==> config.mk <==
export PLATFORM = sky130hd
export DESIGN_NAME = animation_frame_selector
export DESIGN_NICKNAME = d
export VERILOG_FILES = /design/src/afs_pkg.sv /design/src/afs_ram.sv /design/src/afs_ctrl.sv /design/src/afs_dp.sv /design/src/animation_frame_selector.sv
export SDC_FILE = /design/constraint.sdc
export NUM_CORES = 2
export LEC_CHECK = 0
export ABC_CLOCK_PERIOD_IN_PS = 10900
export BUFFER_PORTS_ARGS = -buffer_cell sky130_fd_sc_hd__buf_2
export CAP_MARGIN = 20
export CORE_ASPECT_RATIO = 1.4
export CORE_MARGIN = 1
export CORE_UTILIZATION = 55
export CTS_CLUSTER_SIZE = 24
export DETAILED_ROUTE_END_ITERATION = 6
export GPL_TIMING_DRIVEN = 0
export HOLD_SLACK_MARGIN = 0.15
export PLACE_DENSITY_LB_ADDON = 0.25
export SYNTH_ARGS = -nofsm -noshare
export SYNTH_HDL_FRONTEND = slang
export SYNTH_SLANG_ARGS = --single-unit
==> constraint.sdc <==
create_clock -name clock -period 10.9 [get_ports clock]
set_input_delay 1.635 -clock clock [delete_from_list [all_inputs] [get_ports clock]]
set_output_delay 1.635 -clock clock [all_outputs]
set_load 0.05 [all_outputs]
==> src/afs_pkg.sv <==
// ----------------------------------------------------------------------------
// Animation frame selector package
// Field widths, register indexes, transfer payloads and the control
// interface between the controller and the datapath.
// ----------------------------------------------------------------------------
package afs_pkg;

   // Field and register widths.
   localparam int FRAME_COUNT_W = 7;
   localparam int TIME_W        = 32;
   localparam int LOOP_LIMIT_W  = 16;
   localparam int SPEED_W       = 16;
   localparam int SPEED_FRAC_W  = 8;
   localparam int ENTRY_IDX_W   = 6;
   localparam int DUR_W         = 24;
   localparam int FRAME_IDX_W   = 6;
   localparam int PADDR_W       = 4;
   localparam int PDATA_W       = 32;

   // Serial divider: one quotient bit per cycle.
   localparam int DIV_STEPS = TIME_W;
   localparam int DIV_CNT_W = $clog2(DIV_STEPS);

   // Request kinds.
   localparam logic REQ_TICK = 1'b0;
   localparam logic REQ_LOAD = 1'b1;

   // Reset value of the speed register (1.0 in Q8.8).
   localparam logic [SPEED_W-1:0] SPEED_RESET = 16'd256;

   // Register indexes of the configuration port.
   typedef enum logic [1:0] {
      CSR_FRAME_COUNT    = 2'd0,
      CSR_TOTAL_DURATION = 2'd1,
      CSR_LOOP_LIMIT     = 2'd2,
      CSR_SPEED_Q8       = 2'd3
   } csr_index_type;

   // Input item.
   typedef struct packed {
      logic                   req_type;
      logic [TIME_W-1:0]      now_ms;
      logic [ENTRY_IDX_W-1:0] entry_index;
      logic [DUR_W-1:0]       entry_duration;
   } req_item_type;

   // Result item.
   typedef struct packed {
      logic [FRAME_IDX_W-1:0] frame_index;
      logic                   frame_changed;
      logic                   animating;
      logic [TIME_W-1:0]      loop_number;
   } rsp_item_type;

   // Configuration registers.
   typedef struct packed {
      logic [FRAME_COUNT_W-1:0] frame_count;
      logic [TIME_W-1:0]        total_duration;
      logic [LOOP_LIMIT_W-1:0]  loop_limit;
      logic [SPEED_W-1:0]       speed_q8;
   } cfg_type;

   // Controller states.
   typedef enum logic [3:0] {
      ST_IDLE,
      ST_DECODE,
      ST_DIV_LOAD,
      ST_DIV,
      ST_UPDATE,
      ST_WALK_INIT,
      ST_WALK,
      ST_COMMIT,
      ST_RESP
   } state_type;

   // Commands from the controller to the datapath.
   typedef struct packed {
      logic capture;
      logic ram_write;
      logic res_hold;
      logic res_zero;
      logic tick_start;
      logic div_load;
      logic div_step;
      logic loop_update;
      logic walk_init;
      logic walk_step;
      logic commit;
      logic out_load;
   } ctrl_cmd_type;

   // Status from the datapath to the controller.
   typedef struct packed {
      logic is_load;
      logic active;
      logic single;
      logic div_last;
      logic play;
      logic walk_hit;
      logic walk_last;
      logic out_free;
   } ctrl_status_type;

endpackage

==> src/afs_ram.sv <==
// ----------------------------------------------------------------------------
// Generic RAM
// Single write port, single read port with registered read data.
// ----------------------------------------------------------------------------
module afs_ram #(
   parameter int WIDTH = 24,
   parameter int DEPTH = 64
) (
   input  logic                     clock,
   input  logic                     we,
   input  logic [$clog2(DEPTH)-1:0] waddr,
   input  logic [WIDTH-1:0]         wdata,
   input  logic [$clog2(DEPTH)-1:0] raddr,
   output logic [WIDTH-1:0]         rdata
);

   logic [WIDTH-1:0] mem_ff [DEPTH];
   logic [WIDTH-1:0] rdata_ff;

   // Write port and registered read port.
   always_ff @(posedge clock) begin
      if (we) begin
         mem_ff[waddr] <= wdata;
      end
      rdata_ff <= mem_ff[raddr];
   end

   assign rdata = rdata_ff;

endmodule

==> src/afs_ctrl.sv <==
// ----------------------------------------------------------------------------
// Animation frame selector controller
// Sequences one item at a time through decode, divide, table walk and
// result hand-off, driving the datapath by commands.
// ----------------------------------------------------------------------------
module afs_ctrl (
   input  logic                     clock,
   input  logic                     reset,
   input  logic                     req_valid,
   output logic                     req_ready,
   input  afs_pkg::ctrl_status_type status,
   output afs_pkg::ctrl_cmd_type    cmd
);

   import afs_pkg::*;

   state_type state_ff;
   state_type state_in;

   // State register.
   always_ff @(posedge clock) begin
      if (reset) begin
         state_ff <= ST_IDLE;
      end else begin
         state_ff <= state_in;
      end
   end

   // Next state.
   always_comb begin
      state_in = state_ff;
      unique case (state_ff)
         ST_IDLE: begin
            if (req_valid) begin
               state_in = ST_DECODE;
            end
         end
         ST_DECODE: begin
            if (status.is_load || !status.active || status.single) begin
               state_in = ST_RESP;
            end else begin
               state_in = ST_DIV_LOAD;
            end
         end
         ST_DIV_LOAD: begin
            state_in = ST_DIV;
         end
         ST_DIV: begin
            if (status.div_last) begin
               state_in = ST_UPDATE;
            end
         end
         ST_UPDATE: begin
            state_in = ST_WALK_INIT;
         end
         ST_WALK_INIT: begin
            state_in = status.play ? ST_WALK : ST_COMMIT;
         end
         ST_WALK: begin
            if (status.walk_hit || status.walk_last) begin
               state_in = ST_COMMIT;
            end
         end
         ST_COMMIT: begin
            state_in = ST_RESP;
         end
         ST_RESP: begin
            if (status.out_free) begin
               state_in = ST_IDLE;
            end
         end
         default: begin
            state_in = ST_IDLE;
         end
      endcase
   end

   // Command outputs.
   always_comb begin
      cmd       = '0;
      req_ready = 1'b0;
      unique case (state_ff)
         ST_IDLE: begin
            req_ready   = 1'b1;
            cmd.capture = req_valid;
         end
         ST_DECODE: begin
            if (status.is_load) begin
               cmd.ram_write = 1'b1;
               cmd.res_hold  = 1'b1;
            end else if (!status.active) begin
               cmd.res_hold = 1'b1;
            end else if (status.single) begin
               cmd.res_zero = 1'b1;
            end else begin
               cmd.tick_start = 1'b1;
            end
         end
         ST_DIV_LOAD: begin
            cmd.div_load = 1'b1;
         end
         ST_DIV: begin
            cmd.div_step = 1'b1;
         end
         ST_UPDATE: begin
            cmd.loop_update = 1'b1;
         end
         ST_WALK_INIT: begin
            cmd.walk_init = 1'b1;
         end
         ST_WALK: begin
            cmd.walk_step = 1'b1;
         end
         ST_COMMIT: begin
            cmd.commit = 1'b1;
         end
         ST_RESP: begin
            cmd.out_load = status.out_free;
         end
         default: begin
            cmd = '0;
         end
      endcase
   end

endmodule

==> src/afs_dp.sv <==
// ----------------------------------------------------------------------------
// Animation frame selector datapath
// Holds the duration table, the timing state, the speed multiplier, the
// serial divider, the duration walk and the result register.
// ----------------------------------------------------------------------------
module afs_dp #(
   parameter int MAX_FRAMES = 64
) (
   input  logic                     clock,
   input  logic                     reset,
   input  afs_pkg::ctrl_cmd_type    cmd,
   output afs_pkg::ctrl_status_type status,
   input  afs_pkg::cfg_type         cfg,
   input  afs_pkg::req_item_type    req_data,
   output logic                     rsp_valid,
   input  logic                     rsp_ready,
   output afs_pkg::rsp_item_type    rsp_data
);

   import afs_pkg::*;

   localparam int AW = $clog2(MAX_FRAMES);
   localparam int CW = $clog2(MAX_FRAMES + 1);
   localparam int EW = (CW > FRAME_COUNT_W) ? CW : FRAME_COUNT_W;
   localparam int SW = DUR_W + AW;
   localparam int MW = (SW > TIME_W) ? SW : TIME_W;
   localparam int PW = TIME_W + SPEED_W;

   // Registers with reset.
   logic                   started_ff, started_in;
   logic [TIME_W-1:0]      start_time_ff, start_time_in;
   logic [TIME_W-1:0]      loops_seen_ff, loops_seen_in;
   logic                   shown_valid_ff, shown_valid_in;
   logic                   rsp_valid_ff, rsp_valid_in;

   // Payload registers.
   req_item_type           req_ff, req_in;
   logic [PW-1:0]          prod_ff, prod_in;
   logic [TIME_W-1:0]      rem_ff, rem_in;
   logic [TIME_W-1:0]      quo_ff, quo_in;
   logic [DIV_CNT_W-1:0]   div_cnt_ff, div_cnt_in;
   logic [SW-1:0]          sum_ff, sum_in;
   logic [AW-1:0]          wk_ff, wk_in;
   logic [AW-1:0]          cur_ff, cur_in;
   logic [AW-1:0]          shown_ff, shown_in;
   logic [FRAME_IDX_W-1:0] res_frame_ff, res_frame_in;
   logic                   res_chg_ff, res_chg_in;
   rsp_item_type           rsp_data_ff, rsp_data_in;

   // Combinational helpers.
   logic [EW-1:0]          count_ext;
   logic [CW-1:0]          count;
   logic                   active;
   logic                   animating;
   logic [TIME_W-1:0]      delta;
   logic [TIME_W-1:0]      elapsed;
   logic [TIME_W:0]        div_shift;
   logic [TIME_W:0]        div_trial;
   logic                   div_neg;
   logic [DUR_W-1:0]       ram_rdata;
   logic [AW-1:0]          ram_raddr;
   logic                   ram_we;
   logic [SW-1:0]          walk_sum;
   logic                   walk_hit;
   logic [AW:0]            wk_next_ext;
   logic [FRAME_IDX_W-1:0] shown_or_zero;
   logic                   cur_changed;

   // Frame count clamped to the table depth, and the activity flags.
   always_comb begin
      count_ext = EW'(cfg.frame_count);
      if (count_ext > EW'(MAX_FRAMES)) begin
         count_ext = EW'(MAX_FRAMES);
      end
   end
   assign count     = CW'(count_ext);
   assign active    = (count != '0) && (cfg.total_duration != '0);
   assign animating = (count >= CW'(2)) && (cfg.total_duration != '0);

   // Time since start; zero on the tick that latches the start time.
   assign delta = started_ff ? (req_ff.now_ms - start_time_ff) : '0;

   // Scaled time, saturated to 32 bits.
   assign elapsed = (prod_ff[PW-1:TIME_W+SPEED_FRAC_W] != '0) ? '1
                  : prod_ff[TIME_W+SPEED_FRAC_W-1:SPEED_FRAC_W];

   // One restoring divide step: remainder and quotient shift left by one bit.
   assign div_shift = {rem_ff, quo_ff[TIME_W-1]};
   assign div_trial = div_shift - {1'b0, cfg.total_duration};
   assign div_neg   = div_trial[TIME_W];

   // Duration table; entries past the table depth are dropped.
   assign ram_we    = cmd.ram_write && (32'(req_ff.entry_index) < 32'(MAX_FRAMES));
   assign wk_next_ext = {1'b0, wk_ff} + (AW + 1)'(1);
   assign ram_raddr = cmd.walk_init ? '0 : wk_next_ext[AW-1:0];

   afs_ram #(
      .WIDTH (DUR_W),
      .DEPTH (MAX_FRAMES)
   ) u_afs_ram (
      .clock (clock),
      .we    (ram_we),
      .waddr (AW'(req_ff.entry_index)),
      .wdata (req_ff.entry_duration),
      .raddr (ram_raddr),
      .rdata (ram_rdata)
   );

   // Running sum of durations and the window test against the loop position.
   assign walk_sum = sum_ff + SW'(ram_rdata);
   assign walk_hit = MW'(rem_ff) < MW'(walk_sum);

   assign shown_or_zero = shown_valid_ff ? FRAME_IDX_W'(shown_ff) : '0;
   assign cur_changed   = !shown_valid_ff || (shown_ff != cur_ff);

   // Status to the controller.
   always_comb begin
      status           = '0;
      status.is_load   = (req_ff.req_type == REQ_LOAD);
      status.active    = active;
      status.single    = active && (count == CW'(1));
      status.div_last  = (div_cnt_ff == DIV_CNT_W'(DIV_STEPS - 1));
      status.play      = (cfg.loop_limit == '0)
                      || (loops_seen_ff < TIME_W'(cfg.loop_limit));
      status.walk_hit  = walk_hit;
      status.walk_last = (wk_next_ext == (AW + 1)'(count));
      status.out_free  = !rsp_valid_ff || rsp_ready;
   end

   // Next values of all datapath registers.
   always_comb begin
      started_in     = started_ff;
      start_time_in  = start_time_ff;
      loops_seen_in  = loops_seen_ff;
      shown_valid_in = shown_valid_ff;
      rsp_valid_in   = rsp_valid_ff;
      req_in         = req_ff;
      prod_in        = prod_ff;
      rem_in         = rem_ff;
      quo_in         = quo_ff;
      div_cnt_in     = div_cnt_ff;
      sum_in         = sum_ff;
      wk_in          = wk_ff;
      cur_in         = cur_ff;
      shown_in       = shown_ff;
      res_frame_in   = res_frame_ff;
      res_chg_in     = res_chg_ff;
      rsp_data_in    = rsp_data_ff;

      // Input transfer.
      if (cmd.capture) begin
         req_in = req_data;
      end

      // Results that need no timing work.
      if (cmd.res_hold) begin
         res_frame_in = shown_or_zero;
         res_chg_in   = 1'b0;
      end
      if (cmd.res_zero) begin
         res_frame_in = '0;
         res_chg_in   = 1'b0;
      end

      // First active tick latches the start time; the product is registered.
      if (cmd.tick_start) begin
         if (!started_ff) begin
            started_in    = 1'b1;
            start_time_in = req_ff.now_ms;
         end
         prod_in = PW'(delta) * PW'(cfg.speed_q8);
      end

      // Divider.
      if (cmd.div_load) begin
         rem_in     = '0;
         quo_in     = elapsed;
         div_cnt_in = '0;
      end
      if (cmd.div_step) begin
         rem_in     = div_neg ? div_shift[TIME_W-1:0] : div_trial[TIME_W-1:0];
         quo_in     = {quo_ff[TIME_W-2:0], !div_neg};
         div_cnt_in = div_cnt_ff + DIV_CNT_W'(1);
      end

      // A new loop forgets the frame shown.
      if (cmd.loop_update) begin
         if (quo_ff > loops_seen_ff) begin
            loops_seen_in  = quo_ff;
            shown_valid_in = 1'b0;
         end
      end

      // Duration walk.
      if (cmd.walk_init) begin
         sum_in = '0;
         wk_in  = '0;
         cur_in = '0;
      end
      if (cmd.walk_step) begin
         sum_in = walk_sum;
         wk_in  = wk_next_ext[AW-1:0];
         if (walk_hit) begin
            cur_in = wk_ff;
         end
      end

      // Frame selection result.
      if (cmd.commit) begin
         res_frame_in = FRAME_IDX_W'(cur_ff);
         res_chg_in   = cur_changed;
         if (cur_changed) begin
            shown_valid_in = 1'b1;
            shown_in       = cur_ff;
         end
      end

      // Output register: a waiting result leaves on its transfer.
      if (rsp_ready) begin
         rsp_valid_in = 1'b0;
      end
      if (cmd.out_load) begin
         rsp_valid_in              = 1'b1;
         rsp_data_in.frame_index   = res_frame_ff;
         rsp_data_in.frame_changed = res_chg_ff;
         rsp_data_in.animating     = animating;
         rsp_data_in.loop_number   = loops_seen_ff;
      end
   end

   // Control and timing state.
   always_ff @(posedge clock) begin
      if (reset) begin
         started_ff     <= 1'b0;
         start_time_ff  <= '0;
         loops_seen_ff  <= '0;
         shown_valid_ff <= 1'b0;
         rsp_valid_ff   <= 1'b0;
      end else begin
         started_ff     <= started_in;
         start_time_ff  <= start_time_in;
         loops_seen_ff  <= loops_seen_in;
         shown_valid_ff <= shown_valid_in;
         rsp_valid_ff   <= rsp_valid_in;
      end
   end

   // Payload registers.
   always_ff @(posedge clock) begin
      req_ff       <= req_in;
      prod_ff      <= prod_in;
      rem_ff       <= rem_in;
      quo_ff       <= quo_in;
      div_cnt_ff   <= div_cnt_in;
      sum_ff       <= sum_in;
      wk_ff        <= wk_in;
      cur_ff       <= cur_in;
      shown_ff     <= shown_in;
      res_frame_ff <= res_frame_in;
      res_chg_ff   <= res_chg_in;
      rsp_data_ff  <= rsp_data_in;
   end

   assign rsp_valid = rsp_valid_ff;
   assign rsp_data  = rsp_data_ff;

endmodule

==> src/animation_frame_selector.sv <==
// ----------------------------------------------------------------------------
// Animation frame selector
// Chooses the frame of a looping animation to display from a running
// millisecond time and a table of per-frame durations.
// ----------------------------------------------------------------------------
// Usage: the req channel carries load items, which write one frame duration,
// and tick items, which carry the current time. Every item gives exactly one
// item on the rsp channel. The csr port holds frame count, loop length, loop
// limit and Q8.8 speed; write it only while the block is idle.
// One item is processed at a time. A load item, or a tick while the
// animation is inactive or single-frame, goes from decode straight to the
// result hand-off. Any other tick runs the 32-step serial divider and then
// walks the durations (none once the loop limit is reached, else 1 to the
// frame count, at most MAX_FRAMES), one table read per cycle; the next item
// can be taken the cycle after the result is registered.
// Reset clears the start time, loop count and shown frame, returns the
// registers to their defaults; the duration table keeps its contents and
// needs no clearing.
// When the receiver stalls, the result waits in the output register; the
// block takes and processes the next item and holds its result until the
// register is free.
// ----------------------------------------------------------------------------
module animation_frame_selector #(
   parameter int MAX_FRAMES = 64
) (
   input  logic                          clock,
   input  logic                          reset,
   input  logic                          req_valid,
   output logic                          req_ready,
   input  afs_pkg::req_item_type         req_data,
   output logic                          rsp_valid,
   input  logic                          rsp_ready,
   output afs_pkg::rsp_item_type         rsp_data,
   input  logic                          csr_psel,
   input  logic                          csr_penable,
   input  logic                          csr_pwrite,
   input  logic [afs_pkg::PADDR_W-1:0]   csr_paddr,
   input  logic [afs_pkg::PDATA_W-1:0]   csr_pwdata,
   output logic [afs_pkg::PDATA_W-1:0]   csr_prdata,
   output logic                          csr_pready
);

   import afs_pkg::*;

   cfg_type         cfg_ff, cfg_in;
   csr_index_type   csr_index;
   logic            csr_write;
   ctrl_cmd_type    cmd;
   ctrl_status_type status;

   assign csr_pready = 1'b1;
   assign csr_index  = csr_index_type'(csr_paddr[PADDR_W-1:2]);
   assign csr_write  = csr_psel && csr_penable && csr_pwrite && csr_pready;

   // Register write decode.
   always_comb begin
      cfg_in = cfg_ff;
      if (csr_write) begin
         unique case (csr_index)
            CSR_FRAME_COUNT:    cfg_in.frame_count    = csr_pwdata[FRAME_COUNT_W-1:0];
            CSR_TOTAL_DURATION: cfg_in.total_duration = csr_pwdata[TIME_W-1:0];
            CSR_LOOP_LIMIT:     cfg_in.loop_limit     = csr_pwdata[LOOP_LIMIT_W-1:0];
            CSR_SPEED_Q8:       cfg_in.speed_q8       = csr_pwdata[SPEED_W-1:0];
            default:            cfg_in = cfg_ff;
         endcase
      end
   end

   // Register read mux.
   always_comb begin
      unique case (csr_index)
         CSR_FRAME_COUNT:    csr_prdata = PDATA_W'(cfg_ff.frame_count);
         CSR_TOTAL_DURATION: csr_prdata = PDATA_W'(cfg_ff.total_duration);
         CSR_LOOP_LIMIT:     csr_prdata = PDATA_W'(cfg_ff.loop_limit);
         CSR_SPEED_Q8:       csr_prdata = PDATA_W'(cfg_ff.speed_q8);
         default:            csr_prdata = '0;
      endcase
   end

   // Configuration registers.
   always_ff @(posedge clock) begin
      if (reset) begin
         cfg_ff.frame_count    <= '0;
         cfg_ff.total_duration <= '0;
         cfg_ff.loop_limit     <= '0;
         cfg_ff.speed_q8       <= SPEED_RESET;
      end else begin
         cfg_ff <= cfg_in;
      end
   end

   afs_ctrl u_afs_ctrl (
      .clock     (clock),
      .reset     (reset),
      .req_valid (req_valid),
      .req_ready (req_ready),
      .status    (status),
      .cmd       (cmd)
   );

   afs_dp #(
      .MAX_FRAMES (MAX_FRAMES)
   ) u_afs_dp (
      .clock     (clock),
      .reset     (reset),
      .cmd       (cmd),
      .status    (status),
      .cfg       (cfg_ff),
      .req_data  (req_data),
      .rsp_valid (rsp_valid),
      .rsp_ready (rsp_ready),
      .rsp_data  (rsp_data)
   );

endmodule

# Yosys cells after proc, flatten, opt, wreduce, memory -nomap -nowiden
# Memory sizes are Yosys's and may differ from the RTL's. A register that Yosys moved wholly into a read port is not among the register bits.
# Cells that the tools add are included.
[word_totals]
register_bits = 417
latchBits = 0
mem_bits_rw = 1536
mem_bits_ro = 0
in_bits = 106
out_inout_bits = 75
wordCells = 151
mem_count = 1
[mem_list]
columns = ["name", "depth", "word_bits", "read_ports", "rd_clocked_by_memory_dff", "wr", "line_no", "text"]
rows = [
  ["u_afs_dp.u_afs_ram.mem_ff", 64, 24, 1, 1, 1, "afs_ram.sv:17", "logic [WIDTH-1:0] mem_ff [DEPTH];"],
]
[op_classes]
add_sub_neg = 5
multipliers = 1
div = 0
n_lt_le_gt_ge = 5
eq_ne = 19
n_shift = 0
mux = 58
bitwise = 1
n_reduce_logical = 33
[op_table]
columns = ["operator", "n"]
rows = [
  ["two-way mux 32 bit", 7],
  ["case mux 32 bit (4 select lines)", 1],
  ["two-way mux 30 bit", 2],
  ["two-way mux 6 bit", 10],
  ["multiplier 32 x 16 -> 48 bit", 1],
  ["case mux 4 bit (9 select lines)", 1],
  ["subtractor 33 x 32 -> 33 bit", 1],
  ["> comparator 32 bit", 1],
  ["less-than comparator 32 x 16 -> 1 bit", 1],
  ["less-than comparator 32 x 30 -> 1 bit", 1],
  ["nonzero test 32 bit", 1],
  ["subtractor 32 bit", 1],
  ["adder 30 x 24 -> 30 bit", 1],
  ["two-way mux 1 bit", 26],
  ["two-way mux 4 bit", 6],
  ["== test 4 x 3 -> 1 bit, second input constant", 4],
  ["zero test 16 bit", 1],
  ["AND reduction 2 bit", 7],
  ["two-way mux 5 bit", 2],
  ["== test 4 x 2 -> 1 bit, second input constant", 2],
  ["nonzero test 8 bit", 1],
  ["adder 6 x 1 -> 7 bit, second input constant", 1],
  ["== test 7 x 1 -> 1 bit, second input constant", 1],
  ["== test 7 bit", 1],
  ["other kinds (23)", 41],
]

# Longest topological paths before layout
[logic_depth]
depth_word = 12
depth_mapped = 36
ltp_nobuf = 36

# Hierarchy
# A second synthesis with hierarchy kept.
[unflattened]
cells_unflattened = 6610
area_unflattened_um2 = 97856.4
[modules_own_cells]
columns = ["module", "n_inst", "cells_each", "area_per_inst_um2", "seq_area_each_um2"]
rows = [
  ["afs_ram", 1, 2610, 59295.6, 46604.7],
  ["afs_dp", 1, 3626, 34809.6, 9298.9],
  ["animation_frame_selector", 1, 324, 3405.8, 1421.4],
  ["afs_ctrl", 1, 50, 345.3, 80.1],
]

# Worst setup path after synthesis
# Ideal clock, no wire load.
[synth_timing]
kind = "register to register"
from = "register u_afs_dp.req_ff[30] (netlist name)"
to = "register u_afs_dp.prod_ff[42] (data pin)"
setup_ns = 0.269
t_arrival_ns = 8.032
path_slack_ns = 2.600
stages_incl_launch_ff = 33
path_buffers = 0
synth_period_minus_slack_ns = 8.300
cell_sequence = "edfxtp_1 inv_1 ha_1 fa_1 nor2b_1 o21a_1 o21ai_1 a21oi_2 a21oi_2 o21ai_0 a21o_1 a21o_1 xor2_1 nand2_1 fa_1 fa_1 fa_1 inv_1 fa_1 fa_1 inv_1 fa_1 inv_1 ha_1 nand2_1 or3_1 a21oi_2 o21ai_2 a21o_1 o21a_1 or4_4 a2111oi_4 a311oi_1"
[synth_via]
elab_chain_len = 3
[synth_rtl]
columns = ["element", "line_no", "text"]
rows = [
  ["start, declared", "afs_dp.sv:37", "req_item_type req_ff, req_in;"],
  ["start signal, assigned", "afs_dp.sv:250", "req_ff <= req_in;"],
  ["subtractor 32 bit", "afs_dp.sv:81", "assign delta = started_ff ? (req_ff.now_ms - start_time_ff) : '0;"],
  ["two-way mux 32 bit", "afs_dp.sv:81", ""],
  ["multiplier 32 x 16 -> 48 bit", "afs_dp.sv:171", "prod_in = PW'(delta) * PW'(cfg.speed_q8);"],
  ["end signal, assigned", "afs_dp.sv:251", "prod_ff <= prod_in;"],
  ["end, declared", "afs_dp.sv:38", "logic [PW-1:0] prod_ff, prod_in;"],
]
# Every way passes these cells.
# A chain may end at the register's enable or synchronous reset.

# Final worst setup path
[layout_timing]
from = "register u_afs_dp.req_ff[30] (netlist name)"
to = "register u_afs_dp.prod_ff[46] (data pin)"
# Same word-level chain as after synthesis.

==> results.tsv <==
metric	value	unit
Die Span X	360.7	um
Die Height	504.1	um
Combinational Power Share	5.0	%
Crit path buffers/inverters	6	
Slew @ Worst Pin	1.280	ns
CTS tree	built	
Switching Share	22.68	%
Async S/R FF share, synth	0	%
vias per cell	6.323	
Worst-Skew Late Latency	0.85	ns
crit share post-route	95.42	%
commonest non-fill, non-tap cell in the layout	edfxtp_1	
dpl ws	0.7962	ns
port bufs	176	
dominant synthesized flop cell	edfxtp_1	
number of gates given a new drive strength after cts	0	
Final Net Count	9378	
Pint	12.02	mW
CP most frequent cell	fa_1	
status	completed	
max-cap violations	0	
first-pass GRT wire length	456.9	mm
non-filler cells, final	11035	
layout cell share with drive strength beyond 1	10.01	%
Ys Warns	0	
Post-CTS Hold Fix Bufs	0	
Synth Register Bits	1969	
Final Max Slew Viols	0	
slew margin rel.	14.65	%
Setup TNS	0	ns
antenna violations before repair	12	
total number of vias	69773	
NetSw	3.528	mW
most frequent cells in the layout	edfxtp_1 (1797), nand2_1 (1306), inv_1 (605), fa_1 (420), clkbuf_1 (388)	
Setup CP Type	reg2reg	
I/O pins	181	
die footprint	181800	um2
Tmin final	10.40	ns
ANT nets after route	0	
initial core utilization	55.60	%
leak pwr	40.58	nW
Clock Skews	0.04983	ns
CTS Buf Count	181	
Reg power frac	54.1	%
CTS root buf	clkbuf_16	
worst vdd ir	0.0001688	V
# setup viols final	0	
register area share after synthesis	57.95	%
CP max-delay cell	fa_1	
Core ar.	178100	um2
vias in the first global route	70387	
postcts setup bufs	0	
clock-pin slew on the worst setup and hold paths	0.06	ns
unique cell type count in the Yosys netlist	90	
Clock Path Buffers	3	
crit-path max cell delay	0.76	ns
Avg WL per Cell	28.53	um
Final Routed Wirelength	314.9	mm
Worst EP arrival	11.00	ns
Post-DP HPWL	234.7	mm
maximum clock rate	96.15	MHz
Synthesized Nets	8892	
Post-synth EDFFs	1797	
H-Tree Depth	4	
Area Overhead vs Synth	12.83	%
TritonCTS Sinks	1969	
Post-Syn Area per Cell	12.25	um2
Syn Inst Count	8083	
Setup crit end kind	register	
drt first-iter violations	8113	
Detailed Routing Iterations Pass 1	7	
largest net degree at the start of global routing	54	
PwrDens	139.2	nW/um2
critical path's top delay family	adder cells	
final hold violations	0	
CP max FO	10	
Worst EP required	11.49	ns
worst min path class	reg2reg	
Tot GR Track Use	34.66	%
synthesized area	99050	um2
GPL Wtd Cong	1.046	
final worst slack	0.4997	ns
fillers	13470	
row count	183	
placed cells	10689	
clock share of power	40.9	%
grt total ovfl	0	
Critical Path Source Type	register	
RSZ-0062 raised after global routing	no	
DRC viols	0	
stage by stage:
step | power, mW | utilization [%] | hold WS (ns) | area, um2
after floorplan | 8.874 | - | 0.4003 | 99050
after global placement | 9.200 | 57.72 | 0.4579 | 102800
after detailed placement | 9.331 | 59.37 | 0.4630 | 105800
after CTS | 15.54 | 62.66 | 0.4726 | 111600
after global routing | 15.86 | 62.73 | 0.4913 | 111800
final | 15.55 | 62.74 | 0.4750 | 111800
cells by family after synthesis:
kind of cell    count (synthesis)  synth area share (%)
mux                           232                 3.330
other cells                     1              0.003786
flops                        1969                 57.95
compound gates               1357                 9.082
simple gates                 2562                 11.87
xor+xnor                      143                 1.280
fa+ha+maj                     703                 12.06
buf+inv                      1116                 4.416
flip-flops by register name (all words and copies together), names as in the netlist, 5 cells and up:
| name | cells |
|---|---|
| u_afs_dp.sum_ff | 30 |
| u_afs_dp.loops_seen_ff | 32 |
| u_afs_dp.u_afs_ram.mem_ff | 1536 |
| u_afs_dp.quo_ff | 32 |
| u_afs_dp.rem_ff | 32 |
| u_afs_dp.div_cnt_ff | 5 |
| u_afs_dp.prod_ff | 40 |
| u_afs_dp.start_time_ff | 32 |
| u_afs_dp.shown_ff | 6 |
| cfg_ff | 71 |
| u_afs_dp.u_afs_ram.rdata | 24 |
| u_afs_dp.res_frame_ff | 6 |
| u_afs_dp.rsp_data | 40 |
| u_afs_dp.req_ff | 62 |
| u_afs_dp.cur_ff | 6 |
| u_afs_dp.wk_ff | 6 |
cell type report:
| class | instances | area, um2 | area share, % |
|---|---|---|---|
| diodes | 5 | 12.51 | 0.01120 |
| clock inverters | 112 | 1097 | 0.9818 |
| repair buffers | 303 | 3580 | 3.203 |
| plain buffers | 510 | 2100 | 1.879 |
| multi-input cells | 4998 | 37650 | 33.69 |
| well taps | 2312 | 2893 | 2.588 |
| clock buffers | 220 | 4748 | 4.249 |
| flip-flops and latches | 1969 | 57410 | 51.36 |
| inverters | 606 | 2275 | 2.035 |
power by group through the flow:
| stage | Combinational [mW] | Clock (mW) | Sequential (mW) |
|---|---|---|---|
| after CTS | 0.759 | 6.37 | 8.41 |
| after global routing | 0.803 | 6.64 | 8.41 |
| after detailed placement | 0.756 | 0 | 8.57 |
| final | 0.778 | 6.36 | 8.41 |
| after floorplan | 0.249 | 0 | 8.63 |
| after global placement | 0.450 | 0 | 8.75 |
final timing paths:
| path | start | to | slack (ns) | depth (start not counted) |
|---|---|---|---|---|
| min reg2reg | cfg_ff[24] | cfg_ff[24] | 0.47 | 2 |
| max reg2reg | u_afs_dp.req_ff[30] | u_afs_dp.prod_ff[46] | 0.50 | 32 |
| min | cfg_ff[24] | cfg_ff[24] | 0.47 | 2 |
| max | u_afs_dp.req_ff[30] | u_afs_dp.prod_ff[46] | 0.50 | 32 |
worst min-delay path, cell delays in order, from the launching register on:
cell and delay, ns:
dfxtp_1 0.32, nand2_1 0.05, a21oi_1 0.05
routing by layer:
layer | track usage, % | routed length (um) | vias to the layer above
met5 | 0 | 97 | -
met3 | 6.655 | 26940 | 1333
met1 | 38.01 | 102800 | 34380
met2 | 57.17 | 151100 | 4058
met4 | 31.20 | 33910 | 12
li1 | - | - | 29990
synthesized netlist by cell type, drive strengths merged (5+ instances only):
cell / instances / share of area [%]
o22a: 32 / 0.28
nor2b: 44 / 0.28
a22o: 15 / 0.13
nor4: 22 / 0.14
a311oi: 52 / 0.46
o221ai: 95 / 0.84
a211oi: 138 / 1.1
fa: 420 / 8.5
nand3: 202 / 1.0
buf: 155 / 0.77
or3b: 5 / 0.047
inv: 606 / 2.3
mux2i: 154 / 1.6
or4: 5 / 0.042
ha: 283 / 3.6
o21bai: 23 / 0.17
a21o: 87 / 0.66
o2111ai: 5 / 0.044
o21ai: 176 / 0.89
nor3: 21 / 0.12
edfxtp: 1797 / 54
a21boi: 5 / 0.038
xor2: 57 / 0.50
a221oi: 5 / 0.044
xnor2: 86 / 0.78
nand2: 1306 / 4.9
or2: 8 / 0.051
o22ai: 31 / 0.20
nand3b: 9 / 0.081
and3: 206 / 1.3
a2111oi: 5 / 0.069
nor2: 331 / 1.3
and2: 105 / 0.66
or3: 196 / 1.2
nor3b: 6 / 0.045
o31ai: 6 / 0.056
o211ai: 114 / 0.87
o21a: 20 / 0.15
a31oi: 152 / 0.96
dfxtp: 172 / 3.5
clkbuf: 355 / 1.3
nand4: 37 / 0.23
nand2b: 48 / 0.30
a21oi: 370 / 1.9
mux4: 78 / 1.8
(Power assumes the default switching activity.)
